===== config.mk =====
export PLATFORM = sky130hd
export DESIGN_NAME = power_monitor_sample_averager
export DESIGN_NICKNAME = d
export VERILOG_FILES = /design/src/rtl/core/pmsa_pkg.sv /design/src/rtl/core/pmsa_ram.sv /design/src/rtl/core/pmsa_div.sv /design/src/rtl/core/power_monitor_sample_averager.sv
export VERILOG_INCLUDE_DIRS = /design/src /design/src/rtl/core
export SDC_FILE = /design/constraint.sdc
export NUM_CORES = 1
export LEC_CHECK = 0
export ABC_AREA = 1
export BUFFER_PORTS_ARGS = -buffer_cell sky130_fd_sc_hd__buf_2
export CAP_MARGIN = 15
export CORE_MARGIN = 1.5
export CORE_UTILIZATION = 45
export DETAILED_ROUTE_END_ITERATION = 10
export MAX_ROUTING_LAYER = met4
export SYNTH_ARGS = -nofsm -noshare
export SYNTH_HDL_FRONTEND = slang
export SYNTH_SLANG_ARGS = --single-unit

===== constraint.sdc =====
create_clock -name clk -period 7.3 [get_ports clk]
set_clock_uncertainty 0.2 [all_clocks]
set_input_delay 0.365 -clock clk [delete_from_list [all_inputs] [get_ports clk]]
set_output_delay 0.365 -clock clk [all_outputs]
set_load 0.03 [all_outputs]

===== src/rtl/core/assert_macros.svh =====
// Assertion shorthands, clocked on clk and quiet while rst_n is low.
`ifndef ASSERT_MACROS_SVH
`define ASSERT_MACROS_SVH

// Same-cycle implication.
`define PMSA_ASSERT_IMP(label, ante, cons, msg) \
  label: assert property (@(posedge clk) disable iff (!rst_n) (ante) |-> (cons)) \
    else $error(msg);

// Next-cycle implication.
`define PMSA_ASSERT_NXT(label, ante, cons, msg) \
  label: assert property (@(posedge clk) disable iff (!rst_n) (ante) |=> (cons)) \
    else $error(msg);

`endif


===== src/rtl/core/pmsa_pkg.sv =====
`timescale 1ns / 1ps
`default_nettype none
package pmsa_pkg;

  localparam int VOLT_W     = 16;
  localparam int CURR_W     = 16;
  localparam int TAG_W      = 16;
  localparam int MV_W       = 18;
  localparam int MA_W       = 15;
  localparam int OP_W       = 2;
  localparam int STATUS_W   = 2;
  localparam int CFG_IDX_W  = 2;
  localparam int CFG_DATA_W = 18;
  localparam int ENTRY_W    = VOLT_W + CURR_W + TAG_W;
  localparam int IN_DATA_W  = ENTRY_W;
  localparam int OUT_DATA_W = 56;

  // 3.125 mV LSB: mv = (avg * 3125 + 500) / 1000
  localparam int MV_NUM_W = 28;
  localparam int MV_DEN_W = 10;
  localparam logic [11:0]         MV_SCALE = 12'd3125;
  localparam logic [8:0]          MV_ROUND = 9'd500;
  localparam logic [MV_DEN_W-1:0] MV_DIV   = 10'd1000;
  // 1.25 mV LSB: mv = (avg * 5 + 2) / 4
  localparam logic [1:0]          MV1_ROUND = 2'd2;

  localparam logic [MA_W-1:0] MIN_CURRENT_RST = 15'd300;
  localparam logic [MV_W-1:0] MIN_VOLTAGE_RST = 18'd4000;

  typedef enum logic [OP_W-1:0] {
    OP_STORE   = 2'd0,
    OP_PROCESS = 2'd1,
    OP_CLEAR   = 2'd2
  } op_t;

  typedef enum logic [1:0] {
    SENSOR_UNKNOWN = 2'd0,
    SENSOR_1MV25   = 2'd1,
    SENSOR_3MV125  = 2'd2
  } sensor_t;

  typedef enum logic [STATUS_W-1:0] {
    ST_PUBLISHED = 2'd0,
    ST_MIXED_CTX = 2'd1,
    ST_EMPTY     = 2'd2
  } status_t;

  typedef enum logic [CFG_IDX_W-1:0] {
    REG_SENSOR_TYPE = 2'd0,
    REG_MIN_CURRENT = 2'd1,
    REG_MIN_VOLTAGE = 2'd2
  } cfg_reg_t;

  typedef struct packed {
    logic [TAG_W-1:0]         tag;
    logic signed [CURR_W-1:0] curr;
    logic [VOLT_W-1:0]        volt;
  } sample_t;

endpackage
`default_nettype wire


===== src/rtl/core/pmsa_ram.sv =====
`timescale 1ns / 1ps
`default_nettype none
module pmsa_ram #(
  parameter int WIDTH = 48,
  parameter int DEPTH = 8,
  localparam int AW   = (DEPTH > 1) ? $clog2(DEPTH) : 1
) (
  input  wire logic             clk,
  input  wire logic             we,
  input  wire logic [AW-1:0]    waddr,
  input  wire logic [WIDTH-1:0] wdata,
  input  wire logic             re,
  input  wire logic [AW-1:0]    raddr,
  output logic      [WIDTH-1:0] rdata
);

  logic [WIDTH-1:0] mem_r [DEPTH];

  always_ff @(posedge clk) begin
    if (we) begin
      mem_r[waddr] <= wdata;
    end
    if (re) begin
      rdata <= mem_r[raddr];
    end
  end

endmodule
`default_nettype wire


===== src/rtl/core/pmsa_div.sv =====
`timescale 1ns / 1ps
`default_nettype none
// Restoring divider, one quotient bit per cycle. The dividend comes in
// left-aligned; after iters steps the quotient sits in the low bits.
module pmsa_div #(
  parameter int DVD_W = 28,
  parameter int DVS_W = 10,
  localparam int IT_W = $clog2(DVD_W + 1)
) (
  input  wire logic             clk,
  input  wire logic             rst_n,
  input  wire logic             start,
  input  wire logic [DVD_W-1:0] dividend,
  input  wire logic [DVS_W-1:0] divisor,
  input  wire logic [IT_W-1:0]  iters,
  output logic                  done,
  output logic      [DVD_W-1:0] quotient
);

  logic [DVD_W-1:0] shreg_r;
  logic [DVS_W-1:0] rem_r;
  logic [DVS_W-1:0] dvs_r;
  logic [IT_W-1:0]  cnt_r;
  logic             busy_r;
  logic             done_r;
  logic [DVS_W:0]   rem_sh;
  logic [DVS_W:0]   trial;
  logic             ge;

  assign rem_sh = {rem_r, shreg_r[DVD_W-1]};
  assign trial  = rem_sh - {1'b0, dvs_r};
  assign ge     = rem_sh >= {1'b0, dvs_r};

  always_ff @(posedge clk) begin
    if (!rst_n) begin
      busy_r <= 1'b0;
      done_r <= 1'b0;
    end else begin
      done_r <= 1'b0;
      if (start) begin
        busy_r <= 1'b1;
      end else if (busy_r && cnt_r == IT_W'(1)) begin
        busy_r <= 1'b0;
        done_r <= 1'b1;
      end
    end
  end

  always_ff @(posedge clk) begin
    if (start) begin
      shreg_r <= dividend;
      rem_r   <= '0;
      dvs_r   <= divisor;
      cnt_r   <= iters;
    end else if (busy_r) begin
      rem_r   <= ge ? trial[DVS_W-1:0] : rem_sh[DVS_W-1:0];
      shreg_r <= {shreg_r[DVD_W-2:0], ge};
      cnt_r   <= cnt_r - IT_W'(1);
    end
  end

  assign done     = done_r;
  assign quotient = shreg_r;

endmodule
`default_nettype wire


===== src/rtl/core/power_monitor_sample_averager.sv =====
// Power monitor sample averager. Store requests (tuser 0) put a voltage,
// current and context tag into a ring of RING_DEPTH entries while the sensor
// type is known; a full ring overwrites from the oldest slot. Clear requests
// (tuser 2) empty the ring. A process request (tuser 1) walks the ring
// through its single read port, then runs a bit-serial divider one quotient
// bit per cycle: voltage sum by count, optionally the scaled voltage by 1000,
// then current sum by count. An empty batch or unknown sensor skips the walk
// and the divider. The single result appears on the out_ side and is held
// there until taken; no request is taken while a process request is in work.
// Configuration writes are always ready; they are to be made only while the
// block is idle, a rule the user must keep, as the block leaves it unchecked.
`timescale 1ns / 1ps
`default_nettype none
module power_monitor_sample_averager #(
  parameter int RING_DEPTH = 8
) (
  input  wire logic                             clk,
  input  wire logic                             rst_n,
  // in_tdata: volt_raw[15:0], curr_raw[31:16], context_tag[47:32]
  input  wire logic [pmsa_pkg::IN_DATA_W-1:0]   in_tdata,
  // in_tuser: op[1:0]
  input  wire logic [pmsa_pkg::OP_W-1:0]        in_tuser,
  input  wire logic                             in_tvalid,
  output logic                                  in_tready,
  // out_tdata: avg_mv[17:0], avg_ma[32:18], load_ok[33], batch_tag[49:34], zero fill
  output logic      [pmsa_pkg::OUT_DATA_W-1:0]  out_tdata,
  // out_tuser: status[1:0]
  output logic      [pmsa_pkg::STATUS_W-1:0]    out_tuser,
  output logic                                  out_tvalid,
  input  wire logic                             out_tready,
  input  wire logic                             cfg_valid,
  output logic                                  cfg_ready,
  input  wire logic [pmsa_pkg::CFG_IDX_W-1:0]   cfg_index,
  input  wire logic [pmsa_pkg::CFG_DATA_W-1:0]  cfg_data
);

  import pmsa_pkg::*;

  localparam int CNT_W  = $clog2(RING_DEPTH + 1);
  localparam int ADDR_W = (RING_DEPTH > 1) ? $clog2(RING_DEPTH) : 1;
  localparam int VSUM_W = VOLT_W + CNT_W;
  localparam int ISUM_W = CURR_W + CNT_W;
  localparam int DIV_DW = (VSUM_W > MV_NUM_W) ? VSUM_W : MV_NUM_W;
  localparam int DIV_SW = (CNT_W > MV_DEN_W) ? CNT_W : MV_DEN_W;
  localparam int IT_W   = $clog2(DIV_DW + 1);
  localparam int VSH    = DIV_DW - VSUM_W;
  localparam int MSH    = DIV_DW - MV_NUM_W;
  localparam int PAD_W  = OUT_DATA_W - (MV_W + MA_W + 1 + TAG_W);

  typedef enum logic [2:0] {
    S_IDLE,
    S_WALK,
    S_DIV_V,
    S_SCALE,
    S_DIV_MV,
    S_DIV_I,
    S_OUT
  } state_t;

  state_t state_r;

  // configuration
  logic [1:0]      sensor_r;
  logic [MA_W-1:0] min_current_r;
  logic [MV_W-1:0] min_voltage_r;
  logic            known;

  // batch bookkeeping
  logic [ADDR_W-1:0] write_slot_r;
  logic [CNT_W-1:0]  filled_count_r;
  logic [CNT_W-1:0]  n_r;
  logic [CNT_W-1:0]  walk_cnt_r;
  logic              rd_vld_r;
  logic              rd_first_r;
  logic              mismatch_r;

  // datapath
  logic [VSUM_W-1:0]        vsum_r;
  logic signed [ISUM_W-1:0] isum_r;
  logic [TAG_W-1:0]         tag0_r;
  logic [VOLT_W-1:0]        vavg_r;
  logic [MV_W-1:0]          mv_r;
  logic [MA_W-1:0]          ma_r;
  status_t                  status_r;
  logic [VSUM_W-1:0]        ipos;
  logic [MV_NUM_W-1:0]      mv_num;
  logic [VOLT_W+2:0]        mv5;

  // result register
  logic              out_valid_r;
  status_t           out_status_r;
  logic [MV_W-1:0]   out_mv_r;
  logic [MA_W-1:0]   out_ma_r;
  logic              out_load_ok_r;
  logic [TAG_W-1:0]  out_tag_r;

  // ring
  logic                ram_we;
  logic                ram_re;
  logic [ENTRY_W-1:0]  ram_rdata;
  sample_t             rd_entry;
  logic                walk_more;
  logic                walk_end;

  // divider
  logic              div_start;
  logic [DIV_DW-1:0] div_dvd;
  logic [DIV_SW-1:0] div_dvs;
  logic [IT_W-1:0]   div_iters;
  logic              div_done;
  logic [DIV_DW-1:0] div_q;

  assign known = (sensor_r == SENSOR_1MV25) || (sensor_r == SENSOR_3MV125);

  assign cfg_ready = 1'b1;

  always_ff @(posedge clk) begin
    if (!rst_n) begin
      sensor_r      <= SENSOR_UNKNOWN;
      min_current_r <= MIN_CURRENT_RST;
      min_voltage_r <= MIN_VOLTAGE_RST;
    end else if (cfg_valid) begin
      case (cfg_index)
        REG_SENSOR_TYPE: sensor_r      <= cfg_data[1:0];
        REG_MIN_CURRENT: min_current_r <= cfg_data[MA_W-1:0];
        REG_MIN_VOLTAGE: min_voltage_r <= cfg_data[MV_W-1:0];
        default: ;
      endcase
    end
  end

  assign in_tready = (state_r == S_IDLE);
  assign ram_we    = in_tvalid && in_tready && (in_tuser == OP_STORE) && known;
  assign walk_more = (walk_cnt_r != n_r);
  assign walk_end  = !walk_more && !rd_vld_r;
  assign ram_re    = (state_r == S_WALK) && walk_more;
  assign rd_entry  = sample_t'(ram_rdata);

  pmsa_ram #(
    .WIDTH (ENTRY_W),
    .DEPTH (RING_DEPTH)
  ) u_ring (
    .clk   (clk),
    .we    (ram_we),
    .waddr (write_slot_r),
    .wdata (in_tdata[ENTRY_W-1:0]),
    .re    (ram_re),
    .raddr (walk_cnt_r[ADDR_W-1:0]),
    .rdata (ram_rdata)
  );

  // negative current sums clamp to zero
  assign ipos   = isum_r[ISUM_W-1] ? '0 : VSUM_W'($unsigned(isum_r));
  assign mv_num = MV_NUM_W'(vavg_r) * MV_NUM_W'(MV_SCALE) + MV_NUM_W'(MV_ROUND);
  assign mv5    = (VOLT_W+3)'({vavg_r, 2'b00}) + (VOLT_W+3)'(vavg_r)
                + (VOLT_W+3)'(MV1_ROUND);

  always_comb begin
    div_start = 1'b0;
    div_dvd   = DIV_DW'(ipos) << VSH;
    div_dvs   = DIV_SW'(n_r);
    div_iters = IT_W'(VSUM_W);
    case (state_r)
      S_WALK: begin
        div_start = walk_end && !mismatch_r;
        div_dvd   = DIV_DW'(vsum_r) << VSH;
      end
      S_SCALE: begin
        div_start = 1'b1;
        if (sensor_r == SENSOR_3MV125) begin
          div_dvd   = DIV_DW'(mv_num) << MSH;
          div_dvs   = DIV_SW'(MV_DIV);
          div_iters = IT_W'(MV_NUM_W);
        end
      end
      S_DIV_MV: div_start = div_done;
      default: ;
    endcase
  end

  pmsa_div #(
    .DVD_W (DIV_DW),
    .DVS_W (DIV_SW)
  ) u_div (
    .clk      (clk),
    .rst_n    (rst_n),
    .start    (div_start),
    .dividend (div_dvd),
    .divisor  (div_dvs),
    .iters    (div_iters),
    .done     (div_done),
    .quotient (div_q)
  );

  always_ff @(posedge clk) begin
    if (!rst_n) begin
      state_r        <= S_IDLE;
      out_valid_r    <= 1'b0;
      write_slot_r   <= '0;
      filled_count_r <= '0;
      rd_vld_r       <= 1'b0;
    end else begin
      if (out_valid_r && out_tready) begin
        out_valid_r <= 1'b0;
      end
      case (state_r)
        S_IDLE: begin
          if (in_tvalid) begin
            case (op_t'(in_tuser))
              OP_STORE: begin
                if (known) begin
                  write_slot_r <= (write_slot_r == ADDR_W'(RING_DEPTH - 1)) ? '0
                                : write_slot_r + ADDR_W'(1);
                  if (filled_count_r != CNT_W'(RING_DEPTH)) begin
                    filled_count_r <= filled_count_r + CNT_W'(1);
                  end
                end
              end
              OP_CLEAR: begin
                filled_count_r <= '0;
                write_slot_r   <= '0;
              end
              OP_PROCESS: begin
                filled_count_r <= '0;
                write_slot_r   <= '0;
                n_r            <= filled_count_r;
                walk_cnt_r     <= '0;
                rd_vld_r       <= 1'b0;
                rd_first_r     <= 1'b1;
                mismatch_r     <= 1'b0;
                vsum_r         <= '0;
                isum_r         <= '0;
                if (filled_count_r == '0 || !known) begin
                  status_r <= ST_EMPTY;
                  state_r  <= S_OUT;
                end else begin
                  state_r  <= S_WALK;
                end
              end
              default: ;
            endcase
          end
        end
        S_WALK: begin
          rd_vld_r <= walk_more;
          if (walk_more) begin
            walk_cnt_r <= walk_cnt_r + CNT_W'(1);
          end
          if (rd_vld_r) begin
            vsum_r     <= vsum_r + VSUM_W'(rd_entry.volt);
            isum_r     <= isum_r + ISUM_W'(rd_entry.curr);
            rd_first_r <= 1'b0;
            if (rd_first_r) begin
              tag0_r <= rd_entry.tag;
            end else if (rd_entry.tag != tag0_r) begin
              mismatch_r <= 1'b1;
            end
          end
          if (walk_end) begin
            if (mismatch_r) begin
              status_r <= ST_MIXED_CTX;
              state_r  <= S_OUT;
            end else begin
              state_r  <= S_DIV_V;
            end
          end
        end
        S_DIV_V: begin
          if (div_done) begin
            vavg_r  <= div_q[VOLT_W-1:0];
            state_r <= S_SCALE;
          end
        end
        S_SCALE: begin
          if (sensor_r == SENSOR_3MV125) begin
            state_r <= S_DIV_MV;
          end else begin
            mv_r    <= MV_W'(mv5[VOLT_W+2:2]);
            state_r <= S_DIV_I;
          end
        end
        S_DIV_MV: begin
          if (div_done) begin
            mv_r    <= div_q[MV_W-1:0];
            state_r <= S_DIV_I;
          end
        end
        S_DIV_I: begin
          if (div_done) begin
            ma_r     <= div_q[MA_W-1:0];
            status_r <= ST_PUBLISHED;
            state_r  <= S_OUT;
          end
        end
        S_OUT: begin
          if (!out_valid_r || out_tready) begin
            out_valid_r  <= 1'b1;
            out_status_r <= status_r;
            if (status_r == ST_PUBLISHED) begin
              out_mv_r      <= mv_r;
              out_ma_r      <= ma_r;
              out_load_ok_r <= (ma_r >= min_current_r) && (mv_r >= min_voltage_r);
              out_tag_r     <= tag0_r;
            end else begin
              out_mv_r      <= '0;
              out_ma_r      <= '0;
              out_load_ok_r <= 1'b0;
              out_tag_r     <= '0;
            end
            state_r <= S_IDLE;
          end
        end
        default: state_r <= S_IDLE;
      endcase
    end
  end

  assign out_tvalid = out_valid_r;
  assign out_tuser  = out_status_r;
  assign out_tdata  = {PAD_W'(0), out_tag_r, out_load_ok_r, out_ma_r, out_mv_r};

`include "assert_macros.svh"

  `PMSA_ASSERT_NXT(a_process_empties, in_tvalid && in_tready && in_tuser == OP_PROCESS, filled_count_r == '0 && write_slot_r == '0, "process request left the batch filled")
  `PMSA_ASSERT_IMP(a_load_ok_thresholds, out_tvalid && out_load_ok_r, out_ma_r >= min_current_r && out_mv_r >= min_voltage_r, "load_ok set below a threshold")
  `PMSA_ASSERT_IMP(a_dropped_zero, out_tvalid && out_status_r != ST_PUBLISHED, out_tdata == '0, "unpublished result carries data")

endmodule
`default_nettype wire


==> run metrics, run 1 <==
Layout area overhead=14.1%; worst slew pin tran=927 ps; routed vias=24197; Syn Area/Cell=10.3 um2; CTS tree=done; Critical R2R Capture=u_div.quotient[27]; Seq/Total Area, Yosys=57.9%; Clock Root Buffer=clkbuf_16; CP Buf/Inv Count=4; first-pass GRT wire length=130000 um; PnR Total Power=10600 uW; fin nets=3949; status=complete, no violations; Die Width=around 280 um; worst reg-to-reg path cell count=21; core area=77500 um2; CTS H-tree lvls=3; IO Pins=136; hold path endpoint=n_r[3]; Tcrit/Tclk final=67.8%; Final Util=between 50% and 60%; router iterations before antenna repair=6; CP Capture Type=flop; multi-input logic area=12800 um2; full die area=roughly 80000 um2; Core Rows=102; 1st-iter DRT viols=1607; HP Class=in2reg; flops & latches, synth=around 700; DRT Wirelength=~83000 um; dpl cells=4505; clk_lat worst skew=650 ps; Num CTS Buffers=78; # resized after CTS=0; leakage power=0.0160 uW; max-cap violation count=0; Hold Vio Cnt, Final=0; Syn Inst Count=3426; Total Neg Setup Slack=0 ps; FFs w/ async S/R, synth=0%; unrepaired setup endpoints after global routing=no; CP dominant cell by count=nand2_1; R2R Setup Slk=2350 ps; register area=20400 um2; global placement routability congestion=0.895; I/O Buffers=128; Placed Area=36900 um2; Max transition margin=38.2%; WP data required=approximately 7500 ps; drt wl/cell=17.6 um; critical-path maximum fanout=5; Synth warnings=0; Clock Sinks=698; CTS max path bufs=3; hold path start=in_tvalid; Cell Count, Final, Fillers Out=between 4000 and 5000; Initial Util=between 40% and 50%; initial antenna violation count=7; critical-path cell list=ha_1, inv_1, fa_1, fa_1, inv_1, fa_1, inv_1, fa_1, inv_1, ha_1, nand2_1, nor2_1, nand2_1, nor2_1, nand2_1, nand3_1, nand2_1, nand3_1, nand2_1, nand2_1, nand2_1; WP data arrival=5110 ps; Max IR drop VDD=approximately 190 uV; Reg-to-Reg Start=vavg_r[11]; chip height=283 um; layout cells sized above 1=8.50%; Post-route DRC=0; filler instances=7022; Final Cell Area=about 40000 um2; Final Setup Violations=0; Post-synth EDFFs=roughly 640; Slew Limit Fails=0; Startpoint Class=flop; total congestion overflow=0; CP Class=reg2reg; antenna-violating nets left=0; Post-Syn Area=roughly 35000 um2; Primary FF master, synth=edfxtp_1; Vias/cell=5.12; Pwr Density=265 nW/um2; All-Layer GR Usage=around 22%; CTS clk-pin slew, worst paths=60 ps; hold path depth=3; slowest stage cell, crit path=fa_1; pin count of the biggest net entering global routing=177; number of global-route vias before repair=around 23000; max frequency=202 MHz; CP peak stage delay=570 ps; HPWL after detailed placement=around 54000 um; synth unique cells=53; min Tclk post-route=4950 ps; cell class contributing the biggest share of worst-path delay=adder cells
[kinds of logic (layout without fill, tap and decap cells)]
kind of cell	count (synthesis)	after routing	share of synthesized area (%)
adder cells (fa/ha/maj)	255	255	10.2
other	2	14	0.0214
AO/OA/AOI/OAI	626	626	9.80
AND/OR/NAND/NOR	1255	1255	14.6
buffers and inverters	532	782	6.00
XOR/XNOR	58	58	1.44
flip-flops	698	698	57.9
[synth_stat cells (3+ instances only)]
master | count | share of area, %
o21ai_0 | 312 | 4.4
o21a_1 | 9 | 0.19
nand2_2 | 10 | 0.18
xor2_1 | 41 | 1.0
nand3b_1 | 11 | 0.23
nor2_4 | 3 | 0.096
nor4_1 | 6 | 0.11
ha_1 | 202 | 7.2
nor2_1 | 558 | 6.0
o2111ai_1 | 3 | 0.075
nand4_1 | 26 | 0.46
a21o_1 | 7 | 0.15
nand2_1 | 493 | 5.3
edfxtp_1 | 639 | 55
o21bai_1 | 11 | 0.23
buf_2 | 22 | 0.31
and2_1 | 3 | 0.053
or2_2 | 5 | 0.089
buf_1 | 7 | 0.075
clkbuf_1 | 76 | 0.81
a211oi_1 | 11 | 0.23
fa_1 | 53 | 3.0
o211ai_1 | 20 | 0.43
a21boi_0 | 5 | 0.11
xnor2_1 | 17 | 0.42
buf_6 | 4 | 0.13
inv_1 | 403 | 4.3
dfxtp_1 | 59 | 3.4
nand3_1 | 96 | 1.4
o22ai_1 | 48 | 0.85
buf_4 | 12 | 0.26
a21oi_1 | 138 | 2.0
o21ai_1 | 5 | 0.071
inv_2 | 6 | 0.064
nor3_1 | 31 | 0.44
a31oi_1 | 51 | 0.91
[sequential cells by signal (all words and copies together), names as in the netlist, 3 cells and up]
name            cells
out_mv_r           18
vavg_r             16
vsum_r             20
u_div.quotient     28
tag0_r             16
u_div.dvs_r         5
ma_r               15
write_slot_r        3
n_r                 4
out_ma_r           15
min_voltage_r      18
walk_cnt_r          4
isum_r             20
out_tag_r          16
u_ring.rdata       48
min_current_r      15
u_div.rem_r        10
u_ring.mem_r      384
u_div.cnt_r         5
filled_count_r      4
mv_r               18
state_r             3
[final cells by class]
class                   instances  share of cell area (%)
well taps                    1040                    3.24
diodes                          7                  0.0437
clock buffers                 103                    5.15
repair buffers                230                    4.03
clock inverters                39                    1.05
multi-input cells            2201                    31.9
flip-flops and latches        698                    50.8
inverters                     410                    3.84
[routing by layer]
metal | GRT usage [%] | wire [um] | up-vias
met5 | - | 0 | -
met4 | 5.51 | 1760 | 0
met3 | 3.11 | 3590 | 123
met2 | 35.6 | 40200 | 498
met1 | 27.9 | 37600 | 11460
li1 | - | - | 12116
[tightest hold or removal path, delay by kind of cell]
kind / cells / cell delay, ps
and+or+nand+nor: 2 / 190
buffers and inverters: 1 / 120
[per-stage QoR]
stage | hold WS (ps) | worst slack [ps]
3_5_place_dp | 256 | 2430
2_1_floorplan | 227 | 1870
5_1_grt | 20.9 | 2120
3_3_place_gp | 248 | 2450
4_1_cts | 5.65 | 2410
6_report | 32.3 | 2350
[worst max-delay path by stage]
stage	start	to	slack, ps	depth (start not counted)
6_report	vavg_r[11]	u_div.quotient[27]	2350	21
5_1_grt	vavg_r[11]	u_div.quotient[27]	2120	21
4_1_cts	vavg_r[9]	u_div.quotient[21]	2410	21
3_5_place_dp	vavg_r[9]	u_div.quotient[21]	2430	21
3_3_place_gp	vavg_r[11]	u_div.quotient[27]	2450	21
2_1_floorplan	state_r[0]	u_ring.mem_r[4][0]	1870	8
[power by group]
group | switching, uW | internal (uW)
Combinational | 1380 | 628
Sequential | 172 | 4670
Clock | 1630 | 2160
Total | 3180 | 7460
[what timing repair did]
item,4_1_cts,5_1_grt
endpoints found under the hold margin,420,0
hold buffers,73,0
buffers inserted,0,0
[placed cells by master, fill, tap and decap left out, drive strengths merged, types with 9 or more instances in the layout]
cell	n
nand2	504
dfxtp	59
o21a	9
fa	53
ha	202
o21ai	318
a21oi	138
nand3b	11
a211oi	11
o21bai	11
clkbuf	103
o211ai	21
nand4	26
buf	157
inv	411
xor2	41
edfxtp	639
nor3	35
a31oi	51
clkinv	33
dlygate4sd3	73
o22ai	48
nand3	98
nor2	563
xnor2	17
Power figures use the tool's default switching activity.
==> run 2, diff against run 1 <==
Settings changed: ABC_AREA 1 to 0.
Clock period 7.3 ns to 4.2 ns, I/O delays scaled along.
==> run metrics, run 2 <==
Synth warnings=0 (unchanged); failing checks=negative setup slack; CP Class=reg2reg (unchanged); Initial Util=45.7% (was 45.4%); All-Layer GR Usage=21.3% (was 21.5%); CTS H-tree lvls=3 (unchanged); WP data required=4360 ps (was 7460 ps); Die Width=276 um (was 283 um); max-cap violation count=0 (unchanged); Hold Vio Cnt, Final=0 (unchanged); top-count cell post-synth=edfxtp_1 (unchanged); HPWL after detailed placement=52900 um (was 54300 um); Top reg by flops=u_ring.mem_r (unchanged); antenna-violating nets left=0 (unchanged); max frequency=211 MHz (was 202 MHz); first-pass GRT wire length=123000 um (was 130000 um); Yosys top cell by area=edfxtp_1 (unchanged); Max transition margin=36.8% (was 38.2%); commonest non-fill, non-tap cell in the layout=edfxtp_1 (unchanged); Synth top area share=57.1% (was 54.6%); Num CTS Buffers=77 (was 78); total congestion overflow=0 (unchanged); worst hold slack=71.6 ps (was 32.3 ps); CTS clk-pin slew, worst paths=60 ps (about the same); IO Pins=136 (unchanged); Slew Limit Fails=0 (unchanged); Clock Root Buffer=clkbuf_16 (unchanged); Placed Area=36900 um2 (about the same); PnR worst setup slack=-536 ps (was 2350 ps); flops & latches, synth=698 (unchanged); number of global-route vias before repair=21412 (was 23417); Syn Inst Count=2358 (was 3426); chip height=276 um (was 283 um); Layout area overhead=20.9% (was 14.1%); Syn Area/Cell=14.2 um2 (was 10.3 um2); top post-synthesis cells by area=edfxtp_1, ha_1, mux4_2 (was edfxtp_1, ha_1, nor2_1); Cell Count, Final, Fillers Out=3777 (was 4728); I/O Buffers=128 (unchanged); unrepaired setup endpoints after global routing=yes (was no); Pwr Density=375 nW/um2 (was 265 nW/um2); Max IR drop VDD=373 uV (was 190 uV); WP data arrival=4900 ps (was 5110 ps); Place WS=-596 ps (was 2430 ps); routed vias=20278 (was 24197); full die area=76300 um2 (was 79800 um2); Final Setup Violations=18 (was 0); Seq/Total Area, Yosys=60.7% (was 57.9%); Post-synth EDFFs=639 (unchanged); CTS max path bufs=3 (unchanged); Final Cell Area=40600 um2 (was 40100 um2); Post-Syn Area=33600 um2 (was 35200 um2); Vias/cell=5.37 (was 5.12); router iterations before antenna repair=5 (was 6); critical-path maximum fanout=5 (unchanged); drt wl/cell=20.6 um (was 17.6 um); Startpoint Class=flop (unchanged); dpl cells=3537 (was 4505); Post-route DRC=0 (unchanged); HP Class=in2reg (unchanged); Core Rows=99 (was 102); leakage power=0.0151 uW (was 0.0160 uW); initial antenna violation count=2 (was 7); status=complete, but fails checks (was complete, no violations); FFs w/ async S/R, synth=0% (unchanged); Primary FF master, synth=edfxtp_1 (unchanged); commonest cells in the netlist=edfxtp_1, ha_1, inv_1 (was edfxtp_1, nor2_1, nand2_1); 1st-iter DRT viols=1510 (was 1607); Clock Sinks=698 (unchanged); layout cells sized above 1=24.4% (was 8.50%); CTS tree=done (unchanged); min Tclk post-route=4740 ps (was 4950 ps); fin nets=3082 (was 3949); commonest cells after routing, fill and taps aside=edfxtp_1, ha_1, buf_4, inv_1, nand2_1 (was edfxtp_1, nor2_1, nand2_1, inv_1, o21ai_0); core area=73500 um2 (was 77500 um2); global placement routability congestion=0.873 (was 0.895); clk_lat worst skew=630 ps (was 650 ps); CP Capture Type=flop (unchanged); DRT Wirelength=77600 um (was 83200 um); worst slew pin tran=944 ps (was 927 ps); Largest register FFs=384 (unchanged); pin count of the biggest net entering global routing=100 (was 177); Tcrit/Tclk final=113% (was 67.8%); synth unique cells=79 (was 53)
run 2: cell count changes after synthesis, sizes merged, moves of 25 or more:
cell	previous run	this run
o22ai	48	9
o21ai	318	83
and2	4	58
mux4	0	96
a31oi	51	15
clkbuf	76	51
inv	409	175
nand2	504	159
mux2	0	49
xnor2	17	52
nand3	98	29
nor2	563	124
run 2: what timing repair did:
item                                   in CTS  in global routing
pin swaps                                  11                 29
resized for setup                          10                 39
setup endpoints to repair                  18                 19
endpoints found under the hold margin     433                  0
hold buffers                               83                  0
buffers inserted                            4                  9
run 2: cell families (layout without fill, tap and decap cells):
| family | count (synthesis) | after routing | share of synthesized area (%) |
|---|---|---|---|
| adder cells (fa/ha/maj) | 255 | 255 | 10.7 |
| other | 2 | 9 | 0.0224 |
| AND/OR/NAND/NOR | 492 | 492 | 6.98 |
| XOR/XNOR | 99 | 99 | 2.58 |
| buffers and inverters | 262 | 715 | 3.13 |
| flip-flops | 698 | 698 | 60.7 |
| multiplexers | 158 | 158 | 8.47 |
| AO/OA/AOI/OAI | 392 | 392 | 7.47 |
run 2: final timing paths:
check                        start                  to  slack [ps]  depth (start not counted)
setup / recovery        vavg_r[12]  u_div.quotient[22]        -540                         17
hold reg to reg   min_current_r[1]    min_current_r[1]         250                          2
setup reg to reg        vavg_r[12]  u_div.quotient[22]        -540                         17
hold / removal         in_tuser[0]   filled_count_r[0]          70                          6
run 2: area by class of cell:
cell class,count,area (um2)
multi-input combinational,1403,12800
antenna,2,5.00
tap,959,1200
timing repair buffer,396,3040
clock inverter,48,465
inverter,176,661
fill,6004,32900
clock buffer,95,2060
sequential,698,20400
run 2: through the flow:
step	total power (uW)	TNS, ps	util (%)
after floorplan	8430	-2080	-
after global routing	15700	-9810	55.3
final	15200	-6980	55.3
after global placement	8640	-7160	50.3
after CTS	15400	-7540	54.9
after detailed placement	8670	-7960	50.3
run 2: critical path, cell delays in order (launching register included):
cell	delay [ps]
edfxtp_1	480
ha_2	230
inv_2	50
fa_1	430
fa_1	520
inv_1	50
fa_1	500
inv_2	40
fa_1	520
inv_2	50
ha_4	290
and3_4	190
and4_4	250
nand3_4	90
nand2_4	100
a211oi_2	70
xnor2_1	130
a221o_1	300
run 2: routing by layer:
layer	vias to the layer above	share of wire (%)	global-route usage (%)
met5	-	0	-
met4	0	2.8	6.45
met3	130	4.1	2.94
met2	417	51	36.1
met1	10118	43	26.6
li1	9613	-	-
run 2: power by group:
group / switching (uW) / internal, uW / total, uW
clock: 2810 / 3830 / 6640
combinational: 481 / 383 / 864
sequential: 70.5 / 7650 / 7720
total: 3360 / 11900 / 15200
==> run 3, diff against run 2 <==
Settings changed: HOLD_SLACK_MARGIN set to 0.1.
==> run metrics, run 3 (synthesis results as in run 2) <==
status=complete, but fails checks (unchanged); failing checks=negative setup slack (unchanged); router iterations before antenna repair=7 (was 5); Largest register FFs=384 (unchanged); HP Class=in2reg (unchanged); Core Rows=99 (unchanged); filler instances=6006 (was 6004); CTS max path bufs=3 (unchanged); Slew Limit Fails=0 (unchanged); max-cap violation count=0 (unchanged); global placement routability congestion=0.873 (unchanged); Clock Sinks=698 (unchanged); core area=73500 um2 (unchanged); hold path depth=2 (was 6); critical-path maximum fanout=5 (unchanged); fin nets=3088 (was 3082); Die Width=276 um (unchanged); worst slew pin tran=957 ps (was 944 ps); Pwr Density=375 nW/um2 (about the same); DRT Wirelength=77800 um (was 77600 um); All-Layer GR Usage=21.3% (about the same); max frequency=211 MHz (about the same); Final Util=55.3% (about the same); Hold Vio Cnt, Final=0 (unchanged); leakage power=0.0151 uW (about the same); HPWL after detailed placement=52900 um (unchanged); CP Class=reg2reg (unchanged); Layout area overhead=21.0% (was 20.9%); 1st-iter DRT viols=1533 (was 1510); number of global-route vias before repair=21441 (was 21412); I/O Buffers=128 (unchanged); Top reg by flops=u_ring.mem_r (unchanged); CTS clk-pin slew, worst paths=60 ps (about the same); routed vias=20285 (was 20278); Max transition margin=36.0% (was 36.8%); CTS H-tree lvls=3 (unchanged); chip height=276 um (unchanged); WP data arrival=4900 ps (about the same); Initial Util=45.7% (unchanged); Final Setup Violations=18 (unchanged); Clock Root Buffer=clkbuf_16 (unchanged); Total Neg Setup Slack=-7000 ps (was -6980 ps); full die area=76300 um2 (unchanged); min Tclk post-route=4730 ps (was 4740 ps); WP data required=4360 ps (about the same); unrepaired setup endpoints after global routing=yes (unchanged); antenna-violating nets left=0 (unchanged); IO Pins=136 (unchanged); Tcrit/Tclk final=113% (about the same); commonest cells after routing, fill and taps aside=edfxtp_1, ha_1, buf_4, inv_1, nand2_1 (unchanged); CP Capture Type=flop (unchanged); Max IR drop VDD=374 uV (was 373 uV); Vias/cell=5.36 (was 5.37); layout cells sized above 1=24.4% (about the same); PnR worst setup slack=-534 ps (was -536 ps); drt wl/cell=20.6 um (about the same); worst reg-to-reg path cell count=17 (unchanged); commonest non-fill, non-tap cell in the layout=edfxtp_1 (unchanged); pin count of the biggest net entering global routing=100 (unchanged); Post-route DRC=0 (unchanged); CTS tree=done (unchanged); clk_lat worst skew=630 ps (about the same); PnR Total Power=15200 uW (about the same); Startpoint Class=flop (unchanged); Num CTS Buffers=77 (unchanged); total congestion overflow=0 (unchanged); initial antenna violation count=2 (unchanged); first-pass GRT wire length=123000 um (about the same)
[run 3: report_power, final]
| group | switching [uW] | internal [uW] | total (uW) | leakage (uW) |
|---|---|---|---|---|
| Clock | 2810 | 3830 | 6650 | 0.00123 |
| Sequential | 70.3 | 7650 | 7720 | 0.00632 |
| Combinational | 481 | 385 | 866 | 0.00755 |
[run 3: final timing paths]
check	startpoint	to	slack (ps)
worst min-delay path	in_tdata[10]	u_ring.mem_r[6][10]	180
worst max register to register	vavg_r[12]	u_div.quotient[22]	-530
worst max-delay path	vavg_r[12]	u_div.quotient[22]	-530
worst min register to register	min_current_r[1]	min_current_r[1]	250
[run 3: per-stage QoR]
| stage | setup slack, ps | hold WS, ps | cells | area [um2] |
|---|---|---|---|---|
| after CTS | -563 | 136 | 3773 | 40400 |
| after global routing | -686 | 179 | 3783 | 40600 |
| after global placement | -519 | 242 | 3537 | 36900 |
| final | -534 | 182 | 3783 | 40600 |
| after detailed placement | -596 | 239 | 3537 | 36900 |
| after floorplan | -280 | 109 | 2363 | 34000 |
[run 3: cell type report]
cell class | count | area (um2) | share of cell area, %
antenna | 2 | 5.00 | 0.0123
clock buffer | 95 | 2060 | 5.06
inverter | 176 | 661 | 1.63
tap | 959 | 1200 | 2.95
multi-input combinational | 1403 | 12800 | 31.5
timing repair buffer | 402 | 3100 | 7.62
clock inverter | 48 | 465 | 1.15
sequential | 698 | 20400 | 50.1
[run 3: metal layers]
| layer | global-route usage [%] | up-vias | share of wire (%) |
|---|---|---|---|
| li1 | - | 9638 | - |
| met1 | 26.7 | 10079 | 43 |
| met2 | 36.1 | 436 | 50 |
| met3 | 2.98 | 132 | 4.1 |
| met4 | 6.57 | 0 | 2.8 |
| met5 | - | - | 0 |
[run 3: critical path, cell delays in order, from the launching register on]
cell      delay, ps
edfxtp_1        480
ha_2            230
inv_2            50
fa_1            430
fa_1            520
inv_1            50
fa_1            500
inv_2            40
fa_1            520
inv_2            50
ha_4            290
and3_4          190
and4_4          250
nand3_4          90
nand2_4         100
a211oi_2         70
xnor2_1         130
a221o_1         300
[run 3: timing repair]
item | CTS | global route
endpoints found under the hold margin | 441 | 0
hold buffers | 89 | 0
pin swaps | 11 | 29
buffers inserted | 4 | 9
resized for setup | 10 | 39
endpoints found under the setup margin | 18 | 19
